$ cat config.mk
export PLATFORM = sky130hd
export DESIGN_NAME = anagram_window_matcher
export DESIGN_NICKNAME = d
export VERILOG_FILES = /design/src/hw/rtl/awm_pkg.sv /design/src/hw/rtl/anagram_window_matcher.sv /design/src/hw/rtl/awm_ram.sv
export SDC_FILE = /design/constraint.sdc
export NUM_CORES = 2
export LEC_CHECK = 0
export BUFFER_PORTS_ARGS = -buffer_cell sky130_fd_sc_hd__buf_2
export CORE_MARGIN = 10
export CORE_UTILIZATION = 28
export DETAILED_ROUTE_END_ITERATION = 12
export PLACE_DENSITY_LB_ADDON = 0.3
export SLEW_MARGIN = 10
export SYNTH_ARGS = -nofsm -noshare
export SYNTH_HDL_FRONTEND = slang
export SYNTH_HIERARCHICAL = 1
export SYNTH_SLANG_ARGS = --single-unit
$ cat constraint.sdc
create_clock -name aclk -period 16.4 [get_ports aclk]
set_input_delay 2.46 -clock aclk [delete_from_list [all_inputs] [get_ports aclk]]
set_output_delay 2.46 -clock aclk [all_outputs]
set_load 0.05 [all_outputs]
$ cat src/hw/rtl/awm_pkg.sv
// Shared constants for the anagram window matcher: default sizes, request
// opcodes, status codes, slot kinds, table operation codes and result buffer sizes.
// No dependencies.
package awm_pkg;

    localparam int MAX_PATTERN_DEF = 64;
    localparam int SYMBOL_BITS_DEF = 8;

    localparam int OPCODE_W = 2;
    localparam int SYMBOL_W = 8;
    localparam int STATUS_W = 2;

    localparam logic [OPCODE_W-1:0] OPC_CLEAR   = 2'd0;
    localparam logic [OPCODE_W-1:0] OPC_PATTERN = 2'd1;
    localparam logic [OPCODE_W-1:0] OPC_TEXT    = 2'd2;

    localparam logic [STATUS_W-1:0] ST_OK         = 2'd0;
    localparam logic [STATUS_W-1:0] ST_TOO_LONG   = 2'd1;
    localparam logic [STATUS_W-1:0] ST_AFTER_TEXT = 2'd2;

    localparam int KIND_W = 2;
    localparam logic [KIND_W-1:0] KIND_CLEAR = 2'd0;
    localparam logic [KIND_W-1:0] KIND_ADJ   = 2'd1;
    localparam logic [KIND_W-1:0] KIND_TEXT  = 2'd2;
    localparam logic [KIND_W-1:0] KIND_NOP   = 2'd3;

    localparam int TOP_W = 2;
    localparam logic [TOP_W-1:0] TOP_NONE = 2'd0;
    localparam logic [TOP_W-1:0] TOP_ZERO = 2'd1;
    localparam logic [TOP_W-1:0] TOP_DEC  = 2'd2;
    localparam logic [TOP_W-1:0] TOP_INC  = 2'd3;

    localparam int RES_DEPTH = 4;
    localparam int RES_PW    = $clog2(RES_DEPTH);
    localparam int RES_CW    = $clog2(RES_DEPTH + 1);
    localparam int RES_W     = 2 + STATUS_W;

endpackage

$ cat src/hw/rtl/anagram_window_matcher.sv
// Top level of the anagram window matcher: request decode, table sequencer,
// read-modify-write stage and result buffer. Uses awm_pkg and awm_ram.
//
// The s_ channel takes one request per handshake: clear, pattern byte or text
// byte. The m_ channel returns exactly one result per request, in order:
// window_match, the sticky found flag and a status code.
// The difference table lives in a RAM with a registered read. Each request
// issues table slots, one per cycle: a text byte with a full window issues two
// (retire the oldest byte, add the new one), other requests issue one, and a
// clear issues 2^SYMBOL_BITS slots that sweep the table to zero.
// Throughput is one request per cycle while fewer than four requests are
// outstanding; after a text byte with a full window or a clear, the next
// request is accepted only as its last slot issues on the single table port.
// A result enters the buffer when the last slot of its request passes the
// read-modify-write stage.
// Up to four results are buffered; when the receiver stalls, s_ready falls once
// four requests are outstanding and nothing is lost.
// After reset the block sweeps all 2^SYMBOL_BITS table entries to zero, holding
// s_ready low until its last slot issues; the window ring needs no clearing.
module anagram_window_matcher #(
    parameter int MAX_PATTERN = awm_pkg::MAX_PATTERN_DEF,
    parameter int SYMBOL_BITS = awm_pkg::SYMBOL_BITS_DEF
) (
    input  logic                          aclk,
    input  logic                          aresetn,
    input  logic                          s_valid,
    output logic                          s_ready,
    input  logic [awm_pkg::OPCODE_W-1:0]  s_opcode,
    input  logic [awm_pkg::SYMBOL_W-1:0]  s_symbol,
    output logic                          m_valid,
    input  logic                          m_ready,
    output logic                          m_window_match,
    output logic                          m_found,
    output logic [awm_pkg::STATUS_W-1:0]  m_status
);

    localparam int SYM_N = 1 << SYMBOL_BITS;
    localparam int LW    = $clog2(MAX_PATTERN + 1);
    localparam int DW    = LW + 1;
    localparam int HW    = (MAX_PATTERN > 1) ? $clog2(MAX_PATTERN) : 1;
    localparam int NZW   = SYMBOL_BITS + 1;

    logic                         s_accept;
    logic [SYMBOL_BITS-1:0]       sym_in;

    logic [LW-1:0]                plen_reg, plen_next;
    logic [LW-1:0]                fill_reg, fill_next;
    logic [HW-1:0]                head_reg, head_next;
    logic [LW-1:0]                head_inc;
    logic                         started_reg, started_next;
    logic                         win_we;
    logic [SYMBOL_BITS-1:0]       win_rdata;

    logic [awm_pkg::KIND_W-1:0]   n_kind;
    logic [awm_pkg::STATUS_W-1:0] n_status;
    logic                         n_retire, n_check, n_force;

    logic                         f_valid_reg, f_valid_next;
    logic [awm_pkg::KIND_W-1:0]   f_kind_reg, f_kind_next;
    logic [SYMBOL_BITS-1:0]       f_sym_reg, f_sym_next;
    logic                         f_retire_reg, f_retire_next;
    logic                         f_phase_reg, f_phase_next;
    logic [SYMBOL_BITS-1:0]       f_cnt_reg, f_cnt_next;
    logic                         f_result_reg, f_result_next;
    logic [awm_pkg::STATUS_W-1:0] f_status_reg, f_status_next;
    logic                         f_check_reg, f_check_next;
    logic                         f_force_reg, f_force_next;

    logic [awm_pkg::TOP_W-1:0]    iss_op;
    logic [SYMBOL_BITS-1:0]       iss_addr;
    logic                         iss_last;
    logic                         iss_phase;
    logic [SYMBOL_BITS-1:0]       iss_cnt;
    logic                         f_free;

    logic                         w_valid_reg;
    logic [awm_pkg::TOP_W-1:0]    w_op_reg;
    logic [SYMBOL_BITS-1:0]       w_addr_reg;
    logic                         w_last_reg;
    logic                         w_result_reg;
    logic [awm_pkg::STATUS_W-1:0] w_status_reg;
    logic                         w_check_reg;
    logic                         w_force_reg;
    logic                         w_clear_reg;

    logic [DW-1:0]                tbl_rdata;
    logic signed [DW-1:0]         old_val, new_val;
    logic                         tbl_we;
    logic                         fw_valid_reg;
    logic [SYMBOL_BITS-1:0]       fw_addr_reg;
    logic signed [DW-1:0]         fw_data_reg;
    logic [NZW-1:0]               nz_reg, nz_next;
    logic                         found_reg, found_next;
    logic                         match;
    logic                         push;

    logic [awm_pkg::RES_W-1:0]    res_mem_reg [awm_pkg::RES_DEPTH];
    logic [awm_pkg::RES_PW-1:0]   res_wr_reg, res_rd_reg;
    logic [awm_pkg::RES_CW-1:0]   res_cnt_reg, res_cnt_next;
    logic [awm_pkg::RES_CW-1:0]   pend_reg, pend_next;
    logic                         pop;
    logic [awm_pkg::RES_W-1:0]    res_head;

    assign sym_in   = SYMBOL_BITS'(s_symbol);
    assign s_accept = s_valid && s_ready;
    assign head_inc = LW'(head_reg) + LW'(1);

    // Request decode and window bookkeeping at acceptance.
    always_comb begin
        plen_next    = plen_reg;
        fill_next    = fill_reg;
        head_next    = head_reg;
        started_next = started_reg;
        win_we       = 1'b0;
        n_kind       = awm_pkg::KIND_NOP;
        n_status     = awm_pkg::ST_OK;
        n_retire     = 1'b0;
        n_check      = 1'b0;
        n_force      = 1'b0;
        if (s_accept) begin
            unique case (s_opcode)
                awm_pkg::OPC_CLEAR: begin
                    n_kind       = awm_pkg::KIND_CLEAR;
                    plen_next    = '0;
                    fill_next    = '0;
                    head_next    = '0;
                    started_next = 1'b0;
                end
                awm_pkg::OPC_PATTERN: begin
                    if (started_reg) begin
                        n_status = awm_pkg::ST_AFTER_TEXT;
                    end else if (plen_reg >= LW'(MAX_PATTERN)) begin
                        n_status = awm_pkg::ST_TOO_LONG;
                    end else begin
                        n_kind    = awm_pkg::KIND_ADJ;
                        plen_next = plen_reg + LW'(1);
                    end
                end
                awm_pkg::OPC_TEXT: begin
                    started_next = 1'b1;
                    if (plen_reg == '0) begin
                        n_force = 1'b1;
                    end else begin
                        n_kind    = awm_pkg::KIND_TEXT;
                        n_retire  = (fill_reg >= plen_reg);
                        win_we    = 1'b1;
                        head_next = (head_inc >= plen_reg) ? '0 : head_inc[HW-1:0];
                        fill_next = (fill_reg < plen_reg) ? fill_reg + LW'(1) : fill_reg;
                        n_check   = (fill_next == plen_reg);
                    end
                end
                default: begin
                    n_kind = awm_pkg::KIND_NOP;
                end
            endcase
        end
    end

    awm_ram #(
        .WIDTH (SYMBOL_BITS),
        .DEPTH (MAX_PATTERN)
    ) u_window_ram (
        .aclk  (aclk),
        .we    (win_we),
        .waddr (head_reg),
        .wdata (sym_in),
        .raddr (head_reg),
        .rdata (win_rdata)
    );

    // Slot issue: one table operation per cycle from the front request.
    always_comb begin
        iss_op    = awm_pkg::TOP_NONE;
        iss_addr  = f_sym_reg;
        iss_last  = 1'b1;
        iss_phase = f_phase_reg;
        iss_cnt   = f_cnt_reg;
        unique case (f_kind_reg)
            awm_pkg::KIND_CLEAR: begin
                iss_op   = awm_pkg::TOP_ZERO;
                iss_addr = f_cnt_reg;
                iss_last = (f_cnt_reg == '1);
                iss_cnt  = f_cnt_reg + SYMBOL_BITS'(1);
            end
            awm_pkg::KIND_ADJ: begin
                iss_op = awm_pkg::TOP_DEC;
            end
            awm_pkg::KIND_TEXT: begin
                if (f_retire_reg && !f_phase_reg) begin
                    iss_op    = awm_pkg::TOP_DEC;
                    iss_addr  = win_rdata;
                    iss_last  = 1'b0;
                    iss_phase = 1'b1;
                end else begin
                    iss_op = awm_pkg::TOP_INC;
                end
            end
            awm_pkg::KIND_NOP: begin
                iss_op = awm_pkg::TOP_NONE;
            end
            default: begin
                iss_op = awm_pkg::TOP_NONE;
            end
        endcase
    end

    assign f_free  = !f_valid_reg || iss_last;
    assign s_ready = f_free && (pend_reg < awm_pkg::RES_CW'(awm_pkg::RES_DEPTH));

    always_comb begin
        f_valid_next  = f_valid_reg;
        f_kind_next   = f_kind_reg;
        f_sym_next    = f_sym_reg;
        f_retire_next = f_retire_reg;
        f_phase_next  = iss_phase;
        f_cnt_next    = iss_cnt;
        f_result_next = f_result_reg;
        f_status_next = f_status_reg;
        f_check_next  = f_check_reg;
        f_force_next  = f_force_reg;
        if (s_accept) begin
            f_valid_next  = 1'b1;
            f_kind_next   = n_kind;
            f_sym_next    = sym_in;
            f_retire_next = n_retire;
            f_phase_next  = 1'b0;
            f_cnt_next    = '0;
            f_result_next = 1'b1;
            f_status_next = n_status;
            f_check_next  = n_check;
            f_force_next  = n_force;
        end else if (f_valid_reg && iss_last) begin
            f_valid_next = 1'b0;
        end
    end

    always_ff @(posedge aclk) begin
        if (!aresetn) begin
            f_valid_reg  <= 1'b1;
            f_kind_reg   <= awm_pkg::KIND_CLEAR;
            f_cnt_reg    <= '0;
            f_phase_reg  <= 1'b0;
            f_result_reg <= 1'b0;
            plen_reg     <= '0;
            fill_reg     <= '0;
            head_reg     <= '0;
            started_reg  <= 1'b0;
        end else begin
            f_valid_reg  <= f_valid_next;
            f_kind_reg   <= f_kind_next;
            f_cnt_reg    <= f_cnt_next;
            f_phase_reg  <= f_phase_next;
            f_result_reg <= f_result_next;
            plen_reg     <= plen_next;
            fill_reg     <= fill_next;
            head_reg     <= head_next;
            started_reg  <= started_next;
        end
    end

    always_ff @(posedge aclk) begin
        f_sym_reg    <= f_sym_next;
        f_retire_reg <= f_retire_next;
        f_status_reg <= f_status_next;
        f_check_reg  <= f_check_next;
        f_force_reg  <= f_force_next;
    end

    always_ff @(posedge aclk) begin
        w_op_reg     <= iss_op;
        w_addr_reg   <= iss_addr;
        w_last_reg   <= iss_last;
        w_result_reg <= f_result_reg;
        w_status_reg <= f_status_reg;
        w_check_reg  <= f_check_reg;
        w_force_reg  <= f_force_reg;
        w_clear_reg  <= (f_kind_reg == awm_pkg::KIND_CLEAR);
    end

    awm_ram #(
        .WIDTH (DW),
        .DEPTH (SYM_N)
    ) u_table_ram (
        .aclk  (aclk),
        .we    (tbl_we),
        .waddr (w_addr_reg),
        .wdata ($unsigned(new_val)),
        .raddr (iss_addr),
        .rdata (tbl_rdata)
    );

    // Read-modify-write stage; the previous write is forwarded because the
    // table read for this slot was taken at the same edge as that write.
    always_comb begin
        old_val = (fw_valid_reg && (fw_addr_reg == w_addr_reg)) ?
                  fw_data_reg : $signed(tbl_rdata);
        new_val = old_val;
        nz_next = nz_reg;
        unique case (w_op_reg)
            awm_pkg::TOP_NONE: new_val = old_val;
            awm_pkg::TOP_ZERO: new_val = '0;
            awm_pkg::TOP_DEC:  new_val = old_val - DW'(1);
            awm_pkg::TOP_INC:  new_val = old_val + DW'(1);
            default:           new_val = old_val;
        endcase
        if (w_valid_reg) begin
            if (w_op_reg == awm_pkg::TOP_ZERO) begin
                nz_next = '0;
            end else if (w_op_reg == awm_pkg::TOP_DEC || w_op_reg == awm_pkg::TOP_INC) begin
                if (old_val == '0) begin
                    nz_next = nz_reg + NZW'(1);
                end else if (new_val == '0) begin
                    nz_next = nz_reg - NZW'(1);
                end
            end
        end
    end

    assign tbl_we = w_valid_reg && (w_op_reg != awm_pkg::TOP_NONE);
    assign match  = w_valid_reg && w_last_reg &&
                    (w_force_reg || (w_check_reg && (nz_next == '0)));
    assign push   = w_valid_reg && w_last_reg && w_result_reg;

    always_comb begin
        found_next = found_reg;
        if (w_valid_reg && w_last_reg && w_clear_reg) begin
            found_next = 1'b0;
        end else if (match) begin
            found_next = 1'b1;
        end
    end

    always_ff @(posedge aclk) begin
        if (!aresetn) begin
            w_valid_reg  <= 1'b0;
            fw_valid_reg <= 1'b0;
            nz_reg       <= '0;
            found_reg    <= 1'b0;
        end else begin
            w_valid_reg  <= f_valid_reg;
            fw_valid_reg <= tbl_we;
            nz_reg       <= nz_next;
            found_reg    <= found_next;
        end
    end

    always_ff @(posedge aclk) begin
        fw_addr_reg <= w_addr_reg;
        fw_data_reg <= new_val;
    end

    // Result buffer; pend_reg counts requests accepted and not yet delivered.
    assign pop      = m_valid && m_ready;
    assign m_valid  = (res_cnt_reg != '0);
    assign res_head = res_mem_reg[res_rd_reg];

    assign m_window_match = res_head[awm_pkg::RES_W-1];
    assign m_found        = res_head[awm_pkg::RES_W-2];
    assign m_status       = res_head[awm_pkg::STATUS_W-1:0];

    always_comb begin
        res_cnt_next = res_cnt_reg;
        pend_next    = pend_reg;
        if (push && !pop) begin
            res_cnt_next = res_cnt_reg + awm_pkg::RES_CW'(1);
        end else if (!push && pop) begin
            res_cnt_next = res_cnt_reg - awm_pkg::RES_CW'(1);
        end
        if (s_accept && !pop) begin
            pend_next = pend_reg + awm_pkg::RES_CW'(1);
        end else if (!s_accept && pop) begin
            pend_next = pend_reg - awm_pkg::RES_CW'(1);
        end
    end

    always_ff @(posedge aclk) begin
        if (!aresetn) begin
            res_wr_reg  <= '0;
            res_rd_reg  <= '0;
            res_cnt_reg <= '0;
            pend_reg    <= '0;
        end else begin
            if (push) begin
                res_wr_reg <= res_wr_reg + awm_pkg::RES_PW'(1);
            end
            if (pop) begin
                res_rd_reg <= res_rd_reg + awm_pkg::RES_PW'(1);
            end
            res_cnt_reg <= res_cnt_next;
            pend_reg    <= pend_next;
        end
    end

    always_ff @(posedge aclk) begin
        if (push) begin
            res_mem_reg[res_wr_reg] <= {match, found_next, w_status_reg};
        end
    end

endmodule

$ cat src/hw/rtl/awm_ram.sv
// Generic simple dual-port RAM with one write port and one registered read port.
// A read of the address being written returns the old contents. No dependencies.
module awm_ram #(
    parameter int WIDTH = 8,
    parameter int DEPTH = 256,
    localparam int AW = (DEPTH > 1) ? $clog2(DEPTH) : 1
) (
    input  logic             aclk,
    input  logic             we,
    input  logic [AW-1:0]    waddr,
    input  logic [WIDTH-1:0] wdata,
    input  logic [AW-1:0]    raddr,
    output logic [WIDTH-1:0] rdata
);

    logic [WIDTH-1:0] mem_reg [DEPTH];
    logic [WIDTH-1:0] rdata_reg;

    always_ff @(posedge aclk) begin
        if (we) begin
            mem_reg[waddr] <= wdata;
        end
        rdata_reg <= mem_reg[raddr];
    end

    assign rdata = rdata_reg;

endmodule

==> metrics.cfg <==
[sta]
drv_slew=0
rsz0062_at_grt=false
finalHoldViolations=0
slew_headroom_pct=0.5201
worstMarginPinSlew_ns=1.479
setup_viol=0
min_period_over_period_pct=42.01
finalSetupTns_ns=0
fin_crit_ns=6.890
finalClockSkew_ns=0.07920
max_freq_mhz=145.1

[logic_synthesis]
ys_warn_count=6
ys.flop_type=edfxtp_1
synthDistinctLibCells=94
synth_cells=5336
yosys_register_bits=2696
synth.cell_area_sq_um=106100
synthTopCellsByCount=edfxtp_1 (2,589), mux4_2 (585), nor2_1 (412), mux2i_1 (166), clkbuf_1 (146)
synth_largest_area_cell=edfxtp_1
yosysSeqAreaShare_pct=75.32
synth.top_cell.area_share_pct=73.30
syn_nets=5388
async_flop_share_pct=0
synth_edf_count=2589
yosysMostFrequentCell=edfxtp_1
synth.area.top_cells=edfxtp_1 (73%), mux4_2 (12%), dfxtp_1 (2.0%)
avgSynthCellArea_sq_um=19.88

[setup_path]
startpoint=w_addr_reg[2]
end_kind=flip-flop
critPathLaunchType=flip-flop
crit_top_cell=nand2_1
crit_path_max_fanout=110
reg2reg_from=w_addr_reg[2]
crit_chain=xnor2_1, nand3_1, or3_1, nand2_1, nand2_1, ha_1, and2_1, a2111oi_1, nand2_1, o31ai_1, xnor2_1, mux2_2, inv_8, buf_4, buf_4
arrival_ns=7.44
timing.rr.end=u_table_ram/mem_reg[244][7]
critical_path_class=reg -> reg
crit_path_top_delay_cell=buf_4
crit_required_ns=16.95
cp-endpoint=u_table_ram/mem_reg[244][7]
r2r_cells=15
slowest_delay_ns=0.75
reg2reg_slack_ns=9.51

[final_layout]
largest_reg_flops=2048
finalNonFillerCells=10682
fin_nets=5514
final_cell_area_sq_um=121200
area_growth_pct=14.27
fillers=35665
drive_gt1_share_pct=21.49

[run]
maxCapViolCount=1

[clocking]
clk_pin_slew_ns=0.06
clock_latency_ns=0.89
cts_sinks=2696
cts_buffers=295
cts_tree=yes
postCtsHoldBufs=0
clk_path_buf_depth=4
cts_resized=0
htreeDepth=5
cts-root-buf=clkbuf_16
post_cts_buffers=0

[pwr]
peakVddDrop_mv=0.2389
p_int_mw=15.69
clkPwrFrac_pct=27.0
p_sw_share_pct=34.91
power_frac_comb_pct=35.1
powerDensity_nw_per_um2=198.9
seqPwrFrac_pct=37.9
leakage_nw=36.46
netSwitchingPower_mw=8.416

[drt]
drt_iter0_drc=5158
drc=0
dr.pass1.iters=5
routed_wl_mm=274.9
vias_per_cell=4.942
vias=52792
ant_nets=0
routedWlPerCell_um=25.74

[placement]
hpwlAfterDp_mm=164.9
place_congestion=0.8125
io_buffers=19
numPlacedInstances=10158
placed_area_sq_um=111700

[grt]
grt_remaining_overflow=0
antenna_found_initial=14
first_global_vias=53907
met1_usage_pct=17.56
grt_pass1_wl_mm=396.0
grt_use_total_pct=13.08
busiest_layer=met2
met2_usage_pct=21.59
grt_max_degree=195
use_met3_pct=2.331

[status]
violations=capacitance limit
outcome=finished, violations left

[die]
core_sq_um=376400
start_util_pct=28.18
die_h_um=635.5
row_count=225
die-area_sq_um=403800
die_x_um=635.5
io_pins=20

[min_path]
hold_class=reg -> reg

[kinds of logic (layout without fill, tap and decap cells)]
logic type / count (synthesis) / after routing / synth area share (%)
compound gates: 570 / 570 / 3.854
xor+xnor: 49 / 49 / 0.4259
fa+ha+maj: 38 / 38 / 0.4695
buf+inv: 336 / 686 / 1.855
flops: 2696 / 2696 / 75.32
mux: 770 / 770 / 14.22
other cells: 0 / 2 / 0
simple gates: 877 / 877 / 3.853
[critical path: cells and delay by family, from the launching register on]
family,cells,cell delay (ns)
mux,1,0.47
flops,1,0.61
buf+inv,3,2.00
xor+xnor,2,0.43
fa+ha+maj,1,0.35
simple gates,6,1.66
compound gates,2,0.85
[worst min path at each step]
stage,startpoint,endpoint,cells past startpoint
4_1_cts,f_result_reg,w_result_reg,0
3_3_place_gp,f_status_reg[0],w_status_reg[0],0
6_report,f_status_reg[0],w_status_reg[0],0
3_5_place_dp,f_result_reg,w_result_reg,0
2_1_floorplan,f_check_reg,w_check_reg,0
5_1_grt,f_status_reg[1],w_status_reg[1],0
[cell usage in the layout, fill, tap and decap left out, drive strengths merged, types with 30 or more instances in the layout]
cell,synthesis,final
a22oi,137,137
nor2b,53,53
nor3,43,43
nand3,73,73
xnor2,36,36
o21ai,40,40
inv,30,39
o22ai,36,36
mux4,587,587
nor2,412,412
a21oi,118,118
mux2i,166,166
o221ai,55,55
nand2,131,131
nor4,37,37
clkinv,1,104
and2,30,30
ha,35,35
clkbuf,146,378
buf,159,134
dfxtp,107,107
edfxtp,2589,2589
[power by group through the flow]
stage          combinational (mW)  clock (mW)  sequential [mW]
2_1_floorplan                5.54           0             9.54
3_3_place_gp                 8.43           0             9.28
3_5_place_dp                 8.59           0             9.28
4_1_cts                      8.60        6.65             9.14
5_1_grt                      9.03        6.92             9.15
6_report                     8.47        6.50             9.14
[layer usage]
metal / share of wire [%] / up-vias
li1: - / 22302
met1: 42 / 28382
met2: 48 / 1688
met3: 6.3 / 416
met4: 3.2 / 4
met5: 0.0098 / -
[layout make-up]
cell class	instances	area, sq um	area share (%)
multi-input combinational	2304	24440	20.17
clock inverter	143	1490	1.230
antenna	2	5.005	0.004130
sequential	2696	79900	65.93
tap	4994	6248	5.156
clock buffer	378	7933	6.545
inverter	31	123.9	0.1022
timing repair buffer	134	1050	0.8662
[through the flow]
stage / total power, mW / setup WS, ns / util (%) / hold slack, ns
after floorplan: 15.08 / 3.041 / - / 0.3233
after global placement: 17.70 / 9.113 / 29.66 / 0.3361
after detailed placement: 17.87 / 9.514 / 29.69 / 0.3398
after CTS: 24.40 / 9.526 / 32.19 / 0.3521
after global routing: 25.10 / 9.105 / 32.20 / 0.3596
final: 24.11 / 9.510 / 32.20 / 0.3521
No activity file was read; power rests on OpenSTA's default activity.
